### config.mk
export PLATFORM = sky130hd
export DESIGN_NAME = cbm_decode
export DESIGN_NICKNAME = d
export VERILOG_FILES = /design/src/rtl/cbm_pkg.sv /design/src/rtl/cbm_decode.sv
export SDC_FILE = /design/constraint.sdc
export NUM_CORES = 1
export LEC_CHECK = 0
export BUFFER_PORTS_ARGS = -buffer_cell sky130_fd_sc_hd__buf_2
export CAP_MARGIN = 20
export CORE_ASPECT_RATIO = 1.25
export CORE_UTILIZATION = 43
export DETAILED_ROUTE_END_ITERATION = 10
export GPL_TIMING_DRIVEN = 1
export HOLD_SLACK_MARGIN = 0.06
export PLACE_DENSITY_LB_ADDON = 0.25
export SLEW_MARGIN = 20
export SYNTH_ARGS = -nofsm -noshare
export SYNTH_HDL_FRONTEND = slang
export SYNTH_SLANG_ARGS = --single-unit
### constraint.sdc
create_clock -name clk -period 4.4 [get_ports clk]
set_input_delay 0.88 -clock clk [delete_from_list [all_inputs] [get_ports clk]]
set_output_delay 0.88 -clock clk [all_outputs]
set_load 0.02 [all_outputs]
### src/rtl/cbm_pkg.sv
// Shared types, codes and constants of the cartridge bank mapper.
package cbm_pkg;

  localparam int unsigned ADDR_W     = 16;
  localparam int unsigned BYTE_W     = 8;
  localparam int unsigned ROM_ADDR_W = 22;
  localparam int unsigned BANK_W     = 8;
  localparam int unsigned CFG_DATA_W = 8;
  localparam int unsigned CFG_IDX_W  = 1;
  localparam int unsigned SIZE_W     = 2;

  localparam int unsigned RAM_DEPTH_DEFAULT = 8192;

  typedef enum logic [1:0] {
    KIND_ROM   = 2'd0,
    KIND_DATA  = 2'd1,
    KIND_WRITE = 2'd2
  } kind_t;

  localparam logic FUNC_READ  = 1'b0;
  localparam logic FUNC_WRITE = 1'b1;

  localparam logic [CFG_IDX_W-1:0] REG_CART_TYPE = 1'd0;
  localparam logic [CFG_IDX_W-1:0] REG_RAM_SIZE  = 1'd1;

  localparam logic [BYTE_W-1:0] CART_MBC1       = 8'h02;
  localparam logic [BYTE_W-1:0] CART_MBC1_RAM   = 8'h03;
  localparam logic [BYTE_W-1:0] OPEN_BUS        = 8'hFF;
  localparam logic [3:0]        RAM_ENABLE_KEY  = 4'hA;
  localparam logic [BANK_W-1:0] BANK_RESET      = 8'h01;

  localparam logic [SIZE_W-1:0] SIZE_NONE = 2'd0;
  localparam logic [SIZE_W-1:0] SIZE_2K   = 2'd1;
  localparam logic [SIZE_W-1:0] SIZE_8K   = 2'd2;
  localparam logic [SIZE_W-1:0] SIZE_32K  = 2'd3;

  localparam logic [ADDR_W-1:0] MASK_2K  = 16'h07FF;
  localparam logic [ADDR_W-1:0] MASK_8K  = 16'h1FFF;
  localparam logic [ADDR_W-1:0] MASK_32K = 16'h7FFF;

  // Address regions by the top three address bits (8 KiB each).
  localparam logic [2:0] RGN_RAM_EN  = 3'd0;
  localparam logic [2:0] RGN_BANK    = 3'd1;
  localparam logic [2:0] RGN_MODE    = 3'd3;
  localparam logic [2:0] RGN_EXT_RAM = 3'd5;

  typedef struct packed {
    logic              func;
    logic [ADDR_W-1:0] address;
    logic [BYTE_W-1:0] value;
  } req_t;

  typedef struct packed {
    kind_t                 kind;
    logic [ROM_ADDR_W-1:0] rom_address;
    logic [BYTE_W-1:0]     read_data;
    logic                  use_ram;
  } res_t;

  typedef struct packed {
    logic              we;
    logic              re;
    logic [ADDR_W-1:0] offset;
    logic [BYTE_W-1:0] wdata;
  } ram_req_t;

endpackage

### src/rtl/cbm_decode.sv
// Mapper registers and the decode of one bus request into a result and a RAM access.
module cbm_decode #(
  parameter int unsigned RAM_DEPTH = cbm_pkg::RAM_DEPTH_DEFAULT
) (
  input  logic                           clk,
  input  logic                           rst,
  input  logic                           cfg_we,
  input  logic [cbm_pkg::CFG_IDX_W-1:0]  cfg_index,
  input  logic [cbm_pkg::CFG_DATA_W-1:0] cfg_data,
  input  logic                           fire,
  input  cbm_pkg::req_t                  req,
  output cbm_pkg::res_t                  res,
  output cbm_pkg::ram_req_t              ram
);

  localparam logic [cbm_pkg::ADDR_W-1:0] CAP_MASK = cbm_pkg::ADDR_W'(RAM_DEPTH - 1);

  logic [cbm_pkg::BYTE_W-1:0] cart_type;
  logic [cbm_pkg::SIZE_W-1:0] size_code;
  logic                       ram_enabled;
  logic                       ram_enabled_next;
  logic                       bank_mode;
  logic                       bank_mode_next;
  logic [cbm_pkg::BANK_W-1:0] bank_num;
  logic [cbm_pkg::BANK_W-1:0] bank_num_next;

  logic                       is_mbc1;
  logic [cbm_pkg::ADDR_W-1:0] size_mask;
  logic                       ram_ok;
  logic [2:0]                 region;

  always_ff @(posedge clk) begin
    if (rst) begin
      cart_type <= '0;
      size_code <= cbm_pkg::SIZE_NONE;
    end else if (cfg_we) begin
      case (cfg_index)
        cbm_pkg::REG_CART_TYPE: cart_type <= cfg_data;
        cbm_pkg::REG_RAM_SIZE:  size_code <= cfg_data[cbm_pkg::SIZE_W-1:0];
        default: ;
      endcase
    end
  end

  always_ff @(posedge clk) begin
    if (rst) begin
      ram_enabled <= 1'b0;
      bank_mode   <= 1'b0;
      bank_num    <= cbm_pkg::BANK_RESET;
    end else if (fire) begin
      ram_enabled <= ram_enabled_next;
      bank_mode   <= bank_mode_next;
      bank_num    <= bank_num_next;
    end
  end

  assign is_mbc1 = (cart_type == cbm_pkg::CART_MBC1) || (cart_type == cbm_pkg::CART_MBC1_RAM);
  assign region  = req.address[cbm_pkg::ADDR_W-1 -: 3];

  // The RAM sizes are powers of two, so wrapping is a mask capped at the memory depth.
  always_comb begin
    case (size_code)
      cbm_pkg::SIZE_2K:  size_mask = cbm_pkg::MASK_2K & CAP_MASK;
      cbm_pkg::SIZE_8K:  size_mask = cbm_pkg::MASK_8K & CAP_MASK;
      cbm_pkg::SIZE_32K: size_mask = cbm_pkg::MASK_32K & CAP_MASK;
      default:           size_mask = '0;
    endcase
  end

  assign ram_ok = ram_enabled && (size_code != cbm_pkg::SIZE_NONE);

  always_comb begin
    ram_enabled_next = ram_enabled;
    bank_mode_next   = bank_mode;
    bank_num_next    = bank_num;
    res.kind         = cbm_pkg::KIND_DATA;
    res.rom_address  = '0;
    res.read_data    = '0;
    res.use_ram      = 1'b0;
    ram.we           = 1'b0;
    ram.re           = 1'b0;
    ram.offset       = {3'b000, req.address[12:0]} & size_mask;
    ram.wdata        = req.value;

    if (req.func == cbm_pkg::FUNC_WRITE) begin
      res.kind = cbm_pkg::KIND_WRITE;
      if (is_mbc1) begin
        case (region)
          cbm_pkg::RGN_RAM_EN: ram_enabled_next = (req.value[3:0] == cbm_pkg::RAM_ENABLE_KEY);
          cbm_pkg::RGN_BANK:   bank_num_next = (req.value == '0) ? cbm_pkg::BANK_RESET
                                                                 : req.value;
          cbm_pkg::RGN_MODE:   bank_mode_next = req.value[0];
          cbm_pkg::RGN_EXT_RAM: ram.we = fire && ram_ok;
          default: ;
        endcase
      end
    end else if (!is_mbc1 || !req.address[15]) begin
      res.kind = cbm_pkg::KIND_ROM;
      if (is_mbc1 && req.address[14]) begin
        res.rom_address = {bank_num, req.address[13:0]};
      end else begin
        res.rom_address = cbm_pkg::ROM_ADDR_W'(req.address);
      end
    end else if (region == cbm_pkg::RGN_EXT_RAM && ram_ok) begin
      res.use_ram = 1'b1;
      ram.re      = fire;
    end else begin
      res.read_data = cbm_pkg::OPEN_BUS;
    end
  end

endmodule

# Word level (Yosys, flattened, before mapping)
# Index checks and enable logic that the tools add are counted.
word_totals:
  reg_bits: 19
  inputBits: 38
  out_inout_bits: 59
op_classes:
  eq_ne: 8
  n_mux: 15
  n_bitwise: 2
  reduce_logical: 16
op_table:
  columns: ["operator", "n"]
  rows:
  - ["$mux 31", 1]
  - ["$pmux 13 s2", 1]
  - ["$mux 23", 1]
  - ["$mux 22", 1]
  - ["$and 13x16->16", 1]
  - ["$eq 8x2->1 const B", 2]
  - ["$mux 8", 2]
  - ["$mux 9", 1]
  - ["$logic_not 8->1", 1]
  - ["$reduce_and 4->1", 2]
  - ["$mux 1", 7]
  - ["$eq 2x2->1 const B", 2]
  - ["$eq 4x4->1 const B", 1]
  - ["$logic_and 1x1->1", 4]
  - ["$reduce_and 2->1", 2]
  - ["$eq 3x1->1 const B", 1]
  - ["$eq 3x3->1 const B", 1]
  - ["$logic_not 3->1", 1]
  - ["$eq 2x1->1 const B", 1]
  - ["$logic_not 1->1", 2]
  - ["$logic_or 1x1->1", 2]
  - ["$mux 2", 1]
  - ["$reduce_bool 2->1", 1]
  - ["$reduce_or 2->1", 1]
  - ["$not 1->1", 1]

# Longest topological paths before layout
# Gate-level depths: netlist of run 1.
depth:
  word_depth: 6
  mapped_depth: 4
  ltp_nobuf: 3

# Worst setup path after synthesis of run 1
# Ideal clock, no wire load.
synth_path:
  kind: "input-to-output"
  start: "input req[22] in the netlist's numbering"
  end: "output res[2] in the netlist's numbering"
  t_arrival_ns: 2.015
  required_ns: 3.520
  slack_ns: 1.505
  cell_stages: 4
  n_path_buf: 1
  cell_sequence: "nand2b_1 > or3_1 > nor2b_1 > buf_4"
synth_rtl:
  columns: ["element", "line_no", "rtl"]
  rows:
  - ["start: declaration", "cbm_decode.sv:11", "input cbm_pkg::req_t req,"]
  - ["end: declaration", "cbm_decode.sv:12", "output cbm_pkg::res_t res,"]

==> results.md, run 1 <==
* H-tree depth at 1
* Final Hold Vio Count at 0
* IO buf count at 93
* DR vias at ~1300
* First-pass GRT wire length at about 4300 um
* Mapped Cells at between 150 and 200
* Distinct cells, synth at 31
* Crit path arrival time at approximately 2400 ps
* WL met1 at roughly 1100 um
* P_sw at ~120 uW
* Async S/R FF share, synth at 0
* Residual DRC at 0
* Clock Tree Root: clkbuf_4
* Yosys Warn Count at 0
* DRT antenna net count at 0
* Post-Syn Area at between 0.001 and 0.0015 sq mm
* Largest cells by area after synthesis: dfxtp_1 (28%), mux2i_1 (13%), buf_4 (11%), and2_1 (11%), nand2b_1 (7.8%)
* CP Class: reg -> out
* Crit path launch type: register
* GPL Wtd Cong at 0.761
* Worst-path clk slew at 100 ps
* Count of final max-slew check failures at 0
* CTS tree: yes
* Power Density at roughly 230 mW/mm^2
* Initial DRC Count at 7
* Worst skew pair latency at between 200 and 300 ps
* N_diodes at 0
* Worst Hold Class: reg -> reg
* Yosys top cell by area: dfxtp_1
* Slowest-stage cell, CP: nor4_1
* Initial Utilization at 0.463
* Final #Nets at between 200 and 300
* Die Y-Extent at roughly 63 um
* Cts bufs inserted at 3
* Status: complete, no violations
* Total Routing Usage GR at 0.170
* Core Area at about 0.0028 sq mm
* Pin count of the biggest net entering global routing at 27
* DR vias/cell at 4.74
* Comb pwr share at 0.288
* Clock power frac at 0.263
* Total Wirelength at roughly 2900 um
* Final Util at 0.604
* Overflow after GRT at 0
* Num rows at 21
* Multi-input logic area at 749 sq um
* Max-cap violation count at 0
* Drt first pass iters at 3
* Non-filler instance count after layout at approximately 270
* Top post-synthesis cells by count: and2_1 (22), buf_4 (19), dfxtp_1 (18)
* Most common cell in the netlist: and2_1
* Fin crit period at around 3200 ps
* Synth Flop Type: dfxtp_1
* Pleak at roughly 0.00085 uW
* Hold Buf Count CTS at 0
* Routed length per instance at around 11 um
* Crit path required time at between 3000 and 4000 ps
* Net Sw Frac at 0.308
* Initial antenna violation count at 0
* Area Overhead vs Synth at 30.2%
* EDFF count, synth at 0
* Fmax at 309 MHz
* Seq cells post-synth at 18
* Slowest Stage Delay on Critical Path at approximately 700 ps
* Sequential share of power at 0.449
* Met3 WL at approximately 260 um
* Sequential fraction of the synthesis area at 0.282
* Top layer in use: met4
* Max IR drop VDD at ~0.18 mV
* Crit. End Element: output port
* Vias in the first global route at just over 1000
* Avg Inst Size Synth at about 8.1 sq um
* Setup_tns at 0 ps
* Post-DP HPWL at 2350 um
* Layout cell share with drive strength beyond 1 at 0.437
* Fill cells at about 280
* Post-CTS setup buffer count at 0
* Placed instance area at 0.00163 sq mm
* Met2 WL post-DR at ~1400 um
* Slew @ Worst Pin at 926 ps
* Fin area at between 0.0015 and 0.002 sq mm
* FF+latch area at roughly 360 sq um
* Endpoints failing setup at 0
* Clk_skew at 7.35 ps
* Die footprint at roughly 0.0032 sq mm
* Post-synth top area share at 0.282
* CP max FO at 16
* Die Wd at slightly above 50 um
* Post-CTS sizing at 0
* Clk buf depth at 2
* Placed Cells incl. Taps at between 200 and 300
* RSZ-0062 raised after global routing: no
* I/O pins at 97
* Worst path cell trace: nor4_1 -> a31oi_1 -> and2_1 -> buf_2
* Tcrit/Tclk final at 0.736
* Max-slew headroom at 0.380
* Sinks on Clock Net at 18
* Internal power at 261 uW
registers in the layout (all words and copies together) (netlist names):
register / cells
size_code: 2
ram_enabled: 1
bank_num: 8
cart_type: 7
metrics by stage:
step | hold WS (ps) | setup WS [ps] | power, uW
finish | 460 | 1160 | 377
global route | 498 | 967 | 396
CTS | 461 | 1150 | 382
detailed placement | 446 | 1370 | 283
global placement | 453 | 1400 | 282
floorplan | 436 | 1500 | 248
logic make-up (layout without fill, tap and decap cells):
group | after synthesis | in the layout | share of synthesized area
other cells | 1 | 3 | 0.00293
simple gates | 87 | 87 | 0.414
buf+inv | 28 | 100 | 0.138
flops | 18 | 18 | 0.282
mux | 16 | 16 | 0.125
compound gates | 7 | 7 | 0.0382
worst paths after layout:
kind / startpoint / endpoint / slack [ps] / cells after the start
setup / recovery: cart_type[4] / res[9] / 1160 / 4
hold / removal: size_code[0] / size_code[0] / 460 / 2
setup reg to reg: cart_type[4] / bank_num[3] / 2500 / 3
hold reg to reg: size_code[0] / size_code[0] / 460 / 2
layout by cell type, fill, tap and decap left out:
cell,instances
conb_1,3
clkbuf_4,3
o211a_1,1
dfxtp_1,18
a21oi_1,2
clkbuf_8,1
nand4_1,1
nand3b_1,1
a211oi_1,1
a21boi_0,1
o31ai_1,1
nor4_4,1
nor2_1,12
inv_1,3
nor3b_1,1
nor4b_1,1
nand2b_1,16
a31oi_1,1
or4_4,1
mux2i_1,16
and2_1,22
nor3_1,3
and4_1,1
buf_2,93
nor4_1,2
nand3_1,2
or3b_2,1
nand2_1,6
nor2b_1,13
nand4b_1,1
or3_1,1
or4b_2,1
worst max-delay path: cells and delay by family, from the launching register on:
kind                   cells  cell delay (ps)
AO/OA/AOI/OAI              1              520
buffers and inverters      1              160
flip-flops                 1              340
AND/OR/NAND/NOR            2             1050
layer usage:
layer | up-vias | track usage
li1 | 646 | -
met1 | 543 | 0.171
met2 | 62 | 0.327
met3 | 5 | 0.0365
met4 | 0 | 0.0625
met5 | - | 0
area by class of cell:
type | instances | share of cell area
well taps | 34 | 0.0255
clock buffers | 4 | 0.0218
flip-flops and latches | 18 | 0.216
multi-input cells | 113 | 0.450
repair buffers | 93 | 0.279
inverters | 3 | 0.00676
power groups by stage:
| stage | Combinational, uW | Sequential (uW) | Clock, uW |
|---|---|---|---|
| 5_1_grt | 117 | 170 | 109 |
| 6_report | 109 | 170 | 99.1 |
| 3_3_place_gp | 109 | 173 | 0 |
| 2_1_floorplan | 75.6 | 173 | 0 |
| 3_5_place_dp | 110 | 173 | 0 |
| 4_1_cts | 110 | 170 | 102 |
(Power assumes the default switching activity.)
==> inputs of run 2 (changes only) <==
CORE_UTILIZATION = 40   (was 43)
clock period = 3.02 ns   (was 4.4 ns; I/O delays follow)
==> run 2 against run 1 <==
Against the previous run: clock skew down 4.2 ps; total power up 47%; sequential share of layout area down 0.23 points; global-route usage decreased by 0.11 points; wire length decreased by 0.17%; clock power rose by 46%; sequential power up 45%; register-to-register slack lost 1400 ps; setup slack worse by 830 ps; cell count increased by 1.5%; largest power group unchanged.
==> results.md, run 2 (synthesis results as in run 1) <==
* Endpoints failing setup at 0 (unchanged)
* FF+latch area at 360 sq um (unchanged)
* Crit path launch type: register
* Crit path required time at 2420 ps (-1100 ps)
* N_diodes at 0 (unchanged)
* CTS tree: yes
* Initial Utilization at 0.426 (-0.0373)
* Max-slew headroom at 0.401 (+0.0217)
* Multi-input logic area at 749 sq um (unchanged)
* Die footprint at 0.00343 sq mm (+7.2%)
* Total Routing Usage GR at 0.169 (-0.00109)
* CP max FO at 16 (unchanged)
* RSZ-0062 raised after global routing: no
* IO buf count at 93 (unchanged)
* Hold Buf Count CTS at 0 (unchanged)
* Post-DP HPWL at 2390 um (+1.4%)
* Post-CTS sizing at 0 (unchanged)
* Post-CTS setup buffer count at 0 (unchanged)
* Largest regs: bank_num (8), cart_type (7), size_code (2)
* Clock Tree Root: clkbuf_4
* I/O pins at 97 (unchanged)
* CP Class: reg -> out
* Sinks on Clock Net at 18 (unchanged)
* Power Density at 329 mW/mm^2 (+45%)
* Total Wirelength at 2860 um (-0.17%)
* Initial antenna violation count at 0 (unchanged)
* Tcrit/Tclk final at 0.890
* Worst Hold Class: reg -> reg
* Crit. End Element: output port
* Fin area at 0.00168 sq mm (+1.1%)
* Max-cap violation count at 0 (unchanged)
* Clk buf depth at 2 (unchanged)
* Slowest-stage cell, CP: nor3b_1
* Status: complete, no violations
* Layout cell share with drive strength beyond 1 at 0.442 (+0.00483)
* Core Area at 0.00300 sq mm (+8.8%)
* Count of final max-slew check failures at 0 (unchanged)
* Most frequent cells in the layout: buf_2 (93), and2_1 (22), dfxtp_1 (18)
* First-pass GRT wire length at 4460 um (+5.0%)
* Slew @ Worst Pin at 894 ps (-32.4 ps)
* Pleak at 0.000859 uW (+1.1%)
* Overflow after GRT at 0 (unchanged)
* Die Wd at 52.6 um (+3.5%)
* DRT antenna net count at 0 (unchanged)
* Clk_skew at 3.15 ps (-4.21 ps)
* Routed length per instance at 10.6 um (-1.7%)
* Residual DRC at 0 (unchanged)
* Die Y-Extent at 65.2 um (+3.6%)
* Pin count of the biggest net entering global routing at 27 (unchanged)
* Final Hold Vio Count at 0 (unchanged)
* Num rows at 22 (+4.8%)
* Placed instance area at 0.00165 sq mm (+1.1%)
* Final #Nets at 272 (+0.74%)
* Largest Register: bank_num
* Drt first pass iters at 2 (-1)
* Worst path cell trace: nor3b_1 -> a31oi_1 -> and2_1 -> buf_2
* Worst-path clk slew at 100 ps (about the same)
* Setup_tns at 0 ps (unchanged)
* Crit path arrival time at 2080 ps (-280 ps)
* Commonest non-fill, non-tap cell in the layout: buf_2
* Vias in the first global route at 1086 (+7.2%)
* Worst skew pair latency at 280 ps (about the same)
* DR vias/cell at 4.72 (-0.47%)
* Fill cells at 344 (+21%)
* Cts bufs inserted at 3 (unchanged)
* Slowest Stage Delay on Critical Path at 550 ps (-170 ps)
* Area Overhead vs Synth at 31.6%
* GPL Wtd Cong at 0.666 (-13%)
* Initial DRC Count at 18 (+11)
* Final Power at 554 uW (+47%)
* Fin crit period at between 2000 and 3000 ps
* DR vias at 1269 (+1.0%)
* Max reg flops at 8 (unchanged)
* H-tree depth at 1 (unchanged)
* Max IR drop VDD at 0.282 mV (+55%)
* Fmax at roughly 370 MHz
## run 2: per-stage QoR
stage | instances | hold slack [ps] | utilization | setup WS, ps
CTS | 269 | 464 | 0.561 | 291
floorplan | 159 | 436 | - | 537
global placement | 265 | 446 | 0.549 | 601
global route | 269 | 501 | 0.561 | 116
finish | 269 | 461 | 0.561 | 332
detailed placement | 265 | 449 | 0.549 | 557
## run 2: cell type report
cell class	instances	area share
Multi-Input combinational cell	113	0.445
Timing Repair Buffer	95	0.286
Sequential cell	18	0.214
Tap cell	36	0.0268
Clock buffer	4	0.0216
Inverter	3	0.00669
## run 2: layer usage
layer / wire (um) / up-vias / global-route usage
li1: - / 649 / -
met1: 1180 / 556 / 0.186
met2: 1420 / 62 / 0.326
met3: 241 / 2 / 0.0231
met4: 16 / 0 / 0.0395
met5: 0 / - / 0
## run 2: critical path, delay by kind of cell, from the launching register on
kind	cells	cell delay (ps)
AND/OR/NAND/NOR	2	850
AO/OA/AOI/OAI	1	450
flip-flops	1	350
buffers and inverters	1	150
## run 2: report_power, final
| group | internal [uW] | switching (uW) |
|---|---|---|
| combinational | 67.5 | 94.7 |
| sequential | 243 | 4.24 |
| clock | 73.3 | 71.3 |
## run 2: final timing paths
path                 from            to  slack [ps]  cells after the start
max          cart_type[1]       res[20]         330                      4
min          size_code[0]  size_code[0]         460                      2
max reg2reg  cart_type[4]   bank_num[4]        1130                      3
min reg2reg  size_code[0]  size_code[0]         460                      2
==> inputs of run 3 (changes only) <==
ABC_AREA = 1   (was unset)
CORE_UTILIZATION = 41   (was 40)
REMOVE_ABC_BUFFERS = 1   (was unset)
==> run 3 against run 2 <==
Against the previous run: total power increased by 15%; via count increased by 16%; synthesized cell count increased by 41%; cell count increased by 24%; clock power increased by 39%; clock-buffer cell count unchanged; first-iteration DRC count increased by 50%; core utilization decreased by 1.0 points; sequential cell count unchanged; combinational power increased by 15%; sequential power about the same; critical endpoint is now res[3]; largest power group unchanged.
==> results.md, run 3 <==
* Status: complete, no violations
* Final Hold Vio Count at 0 (unchanged)
* Fill cells at 360 (+4.7%)
* Most frequent cells in the layout: buf_2 (93), nor2_1 (55), inv_1 (39)
* Max-cap violation count at 0 (unchanged)
* Yosys top cell by area: dfxtp_1
* Sequential share of power at 0.391 (-0.055)
* Largest Register: bank_num
* Core Area at 0.00322 sq mm (+7.4%)
* Synth Flop Type: dfxtp_1
* Post-CTS setup buffer count at 0 (unchanged)
* Synth Area in XOR/XNOR at 0 (unchanged)
* Slew @ Worst Pin at 719 ps (-175 ps)
* Setup_tns at 0 ps (unchanged)
* Clk_skew at 2.91 ps (-0.241 ps)
* Total Routing Usage GR at 0.183 (+0.0138)
* Top layer in use: met4
* DR vias/cell at 4.44 (-5.9%)
* Net Sw Frac at 0.335 (+0.0274)
* Max reg flops at 8 (unchanged)
* Drt first pass iters at 4 (+2)
* Largest regs: bank_num (8), cart_type (7), size_code (2)
* Comb pwr share at 0.294 (about the same)
* Layout cell share with drive strength beyond 1 at 0.402 (-0.0400)
* Post-Syn Area at 0.00139 sq mm (+8.5%)
* P_sw at 214 uW (+25%)
* Pin count of the biggest net entering global routing at 23 (-15%)
* End of the critical path: res[3]
* Sinks on Clock Net at 18 (unchanged)
* Worst-path clk slew at 70 ps (-30 ps)
* Crit path required time at 2420 ps (about the same)
* Vias in the first global route at 1206 (+11%)
* Avg Inst Size Synth at 6.25 sq um (-23%)
* DRT antenna net count at 0 (unchanged)
* IO buf count at 93 (unchanged)
* Power Density at 359 mW/mm^2 (+9.1%)
* Async S/R FF share, synth at 0 (unchanged)
* CP Class: reg -> out
* Reg2reg path depth at 6 (+3)
* EDFF count, synth at 0 (unchanged)
* Count of final max-slew check failures at 0 (unchanged)
* WL met1 at 1250 um (+5.9%)
* Reg-to-reg slack, setup at 1860 ps (+730 ps)
* Cts bufs inserted at 3 (unchanged)
* Mapped Cells at 222 (+41%)
* Non-filler instance count after layout at 333 (+24%)
* CP startpoint: cart_type[3]
* Synth Area in Adders at 0 (unchanged)
* Final #Nets at 335 (+23%)
* Initial DRC Count at 27 (+9)
* I/O pins at 97 (unchanged)
* Most common cell in the netlist: nor2_1
* Area Overhead vs Synth at 28.0%
* Fmax at 400 MHz (+7.5%)
* CP max FO at 18 (+2)
* DR vias at 1478 (+16%)
* Simple-gate portion of the synthesized area at 0.415 (+0.000894)
* Post-synth top area share at 0.260 (-0.0221)
* N_diodes at 0 (unchanged)
* Total Wirelength at 3290 um (+15%)
* Clk buf depth at 2 (unchanged)
* RSZ-0062 raised after global routing: no
* Mux contribution to synthesized area at 0 (-0.125)
* R2r startpoint: cart_type[3]
* Max-slew headroom at 0.520 (+0.118)
* CTS tree: yes
* Residual DRC at 0 (unchanged)
* Reg2Reg Capture Point: bank_num[1]
* Hold Buf Count CTS at 0 (unchanged)
* Worst skew pair latency at 260 ps (-20 ps)
* Internal power at 425 uW (+11%)
* Crit path arrival time at 1900 ps (-180 ps)
* Distinct cells, synth at 23 (-26%)
* Die footprint at 0.00362 sq mm (+5.7%)
* GPL Wtd Cong at 0.800 (+20%)
* Top post-synthesis cells by count: nor2_1 (55), inv_1 (39), nand2_1 (23)
* Initial Utilization at 0.431 (+0.00432)
* Hold_ws at 469 ps (+7.30 ps)
* Routed length per instance at 9.87 um (-7.1%)
* Yosys Warn Count at 0 (unchanged)
* Die Wd at 54.0 um (+2.8%)
* Fin crit period at 2500 ps (-188 ps)
* Crit. End Element: output port
* Max IR drop VDD at 0.294 mV (+4.1%)
* Worst Hold Class: reg -> reg
* H-tree depth at 1 (unchanged)
* Overflow after GRT at 0 (unchanged)
* Crit path launch type: register
* Met3 WL at 228 um (-5.4%)
* Initial antenna violation count at 0 (unchanged)
* First-pass GRT wire length at 4840 um (+8.5%)
* Synth Area in Compound Gates at 0.0685 (+0.0304)
* Tcrit/Tclk final at 0.828 (-0.0623)
* Post-DP HPWL at 2620 um (+9.7%)
* Placed Cells incl. Taps at 329 (+24%)
* Sequential fraction of the synthesis area at 0.260 (-0.0221)
* Largest cells by area after synthesis: dfxtp_1 (26%), nor2_1 (15%), buf_4 (11%), inv_1 (11%), nand3_1 (6.5%)
* Commonest non-fill, non-tap cell in the layout: buf_2
* Endpoints failing setup at 0 (unchanged)
* Num rows at 23 (+4.5%)
* Largest family of logic cells by synthesized area: simple AND/OR/NAND/NOR gates
* Clock power frac at 0.315 (+0.054)
* Die Y-Extent at 67.0 um (+2.8%)
* Clock Tree Root: clkbuf_8
* Pleak at 0.00111 uW (+29%)
* Post-CTS sizing at 0 (unchanged)
* Seq cells post-synth at 18 (unchanged)
* Met2 WL post-DR at 1740 um (+23%)
run 3: cell count changes after synthesis, moves of 6 or more:
| cell | change |
|---|---|
| nor2_1 | +43 |
| inv_1 | +36 |
| and2_1 | -22 |
| nand2_1 | +17 |
| mux2i_1 | -16 |
| nand2b_1 | -16 |
| nand3_1 | +16 |
| nor2b_1 | -13 |
| o21ai_0 | +11 |
| nor2_2 | +8 |
| a21oi_1 | +6 |
run 3: worst min-delay path by stage:
stage | startpoint | endpoint | slack, ps | cells after the start
global route | bank_num[4] | bank_num[4] | 490 | 2
floorplan | bank_num[0] | bank_num[0] | 440 | 2
CTS | bank_num[5] | bank_num[5] | 470 | 2
detailed placement | bank_num[5] | bank_num[5] | 460 | 2
global placement | bank_num[3] | bank_num[3] | 450 | 2
finish | bank_num[3] | bank_num[3] | 470 | 2
run 3: power groups by stage:
| stage | Sequential (uW) | Combinational [uW] | Clock, uW |
|---|---|---|---|
| 3_5_place_dp | 255 | 189 | 0 |
| 5_1_grt | 251 | 208 | 216 |
| 4_1_cts | 250 | 190 | 204 |
| 3_3_place_gp | 255 | 188 | 0 |
| 6_report | 250 | 187 | 201 |
| 2_1_floorplan | 254 | 107 | 0 |
run 3: stage by stage:
step | total power, uW | area [sq um] | worst slack [ps] | utilization
2_1_floorplan | 361 | 1200 | -781 | -
3_3_place_gp | 443 | 1720 | 722 | 0.534
3_5_place_dp | 445 | 1720 | 678 | 0.534
4_1_cts | 644 | 1780 | 474 | 0.551
5_1_grt | 675 | 1780 | 283 | 0.551
6_report | 638 | 1780 | 520 | 0.551
run 3: kinds of logic (layout without fill, tap and decap cells):
family	Yosys count	after routing
AO/OA/AOI/OAI	19	19
other	1	3
flip-flops	18	18
AND/OR/NAND/NOR	117	117
buffers and inverters	67	139
run 3: layer usage:
| layer | GRT usage | vias to the layer above |
|---|---|---|
| met5 | 0 | - |
| met3 | 0.0228 | 5 |
| met1 | 0.175 | 623 |
| li1 | - | 792 |
| met2 | 0.366 | 58 |
| met4 | 0.0769 | 0 |
run 3: layout make-up:
cell class | count | area (sq um) | share of cell area
multi-input cells | 139 | 682 | 0.384
flip-flops and latches | 18 | 360 | 0.203
well taps | 37 | 46.3 | 0.0261
inverters | 41 | 159 | 0.0895
clock buffers | 4 | 55.1 | 0.0310
repair buffers | 94 | 473 | 0.266
run 3: critical path, cell delays in order (launching register included):
cell and delay (ps):
dfxtp_1 300, inv_1 90, nand3_2 130, nor2_8 280, nand3_2 160, a21oi_1 420
buf_2 260
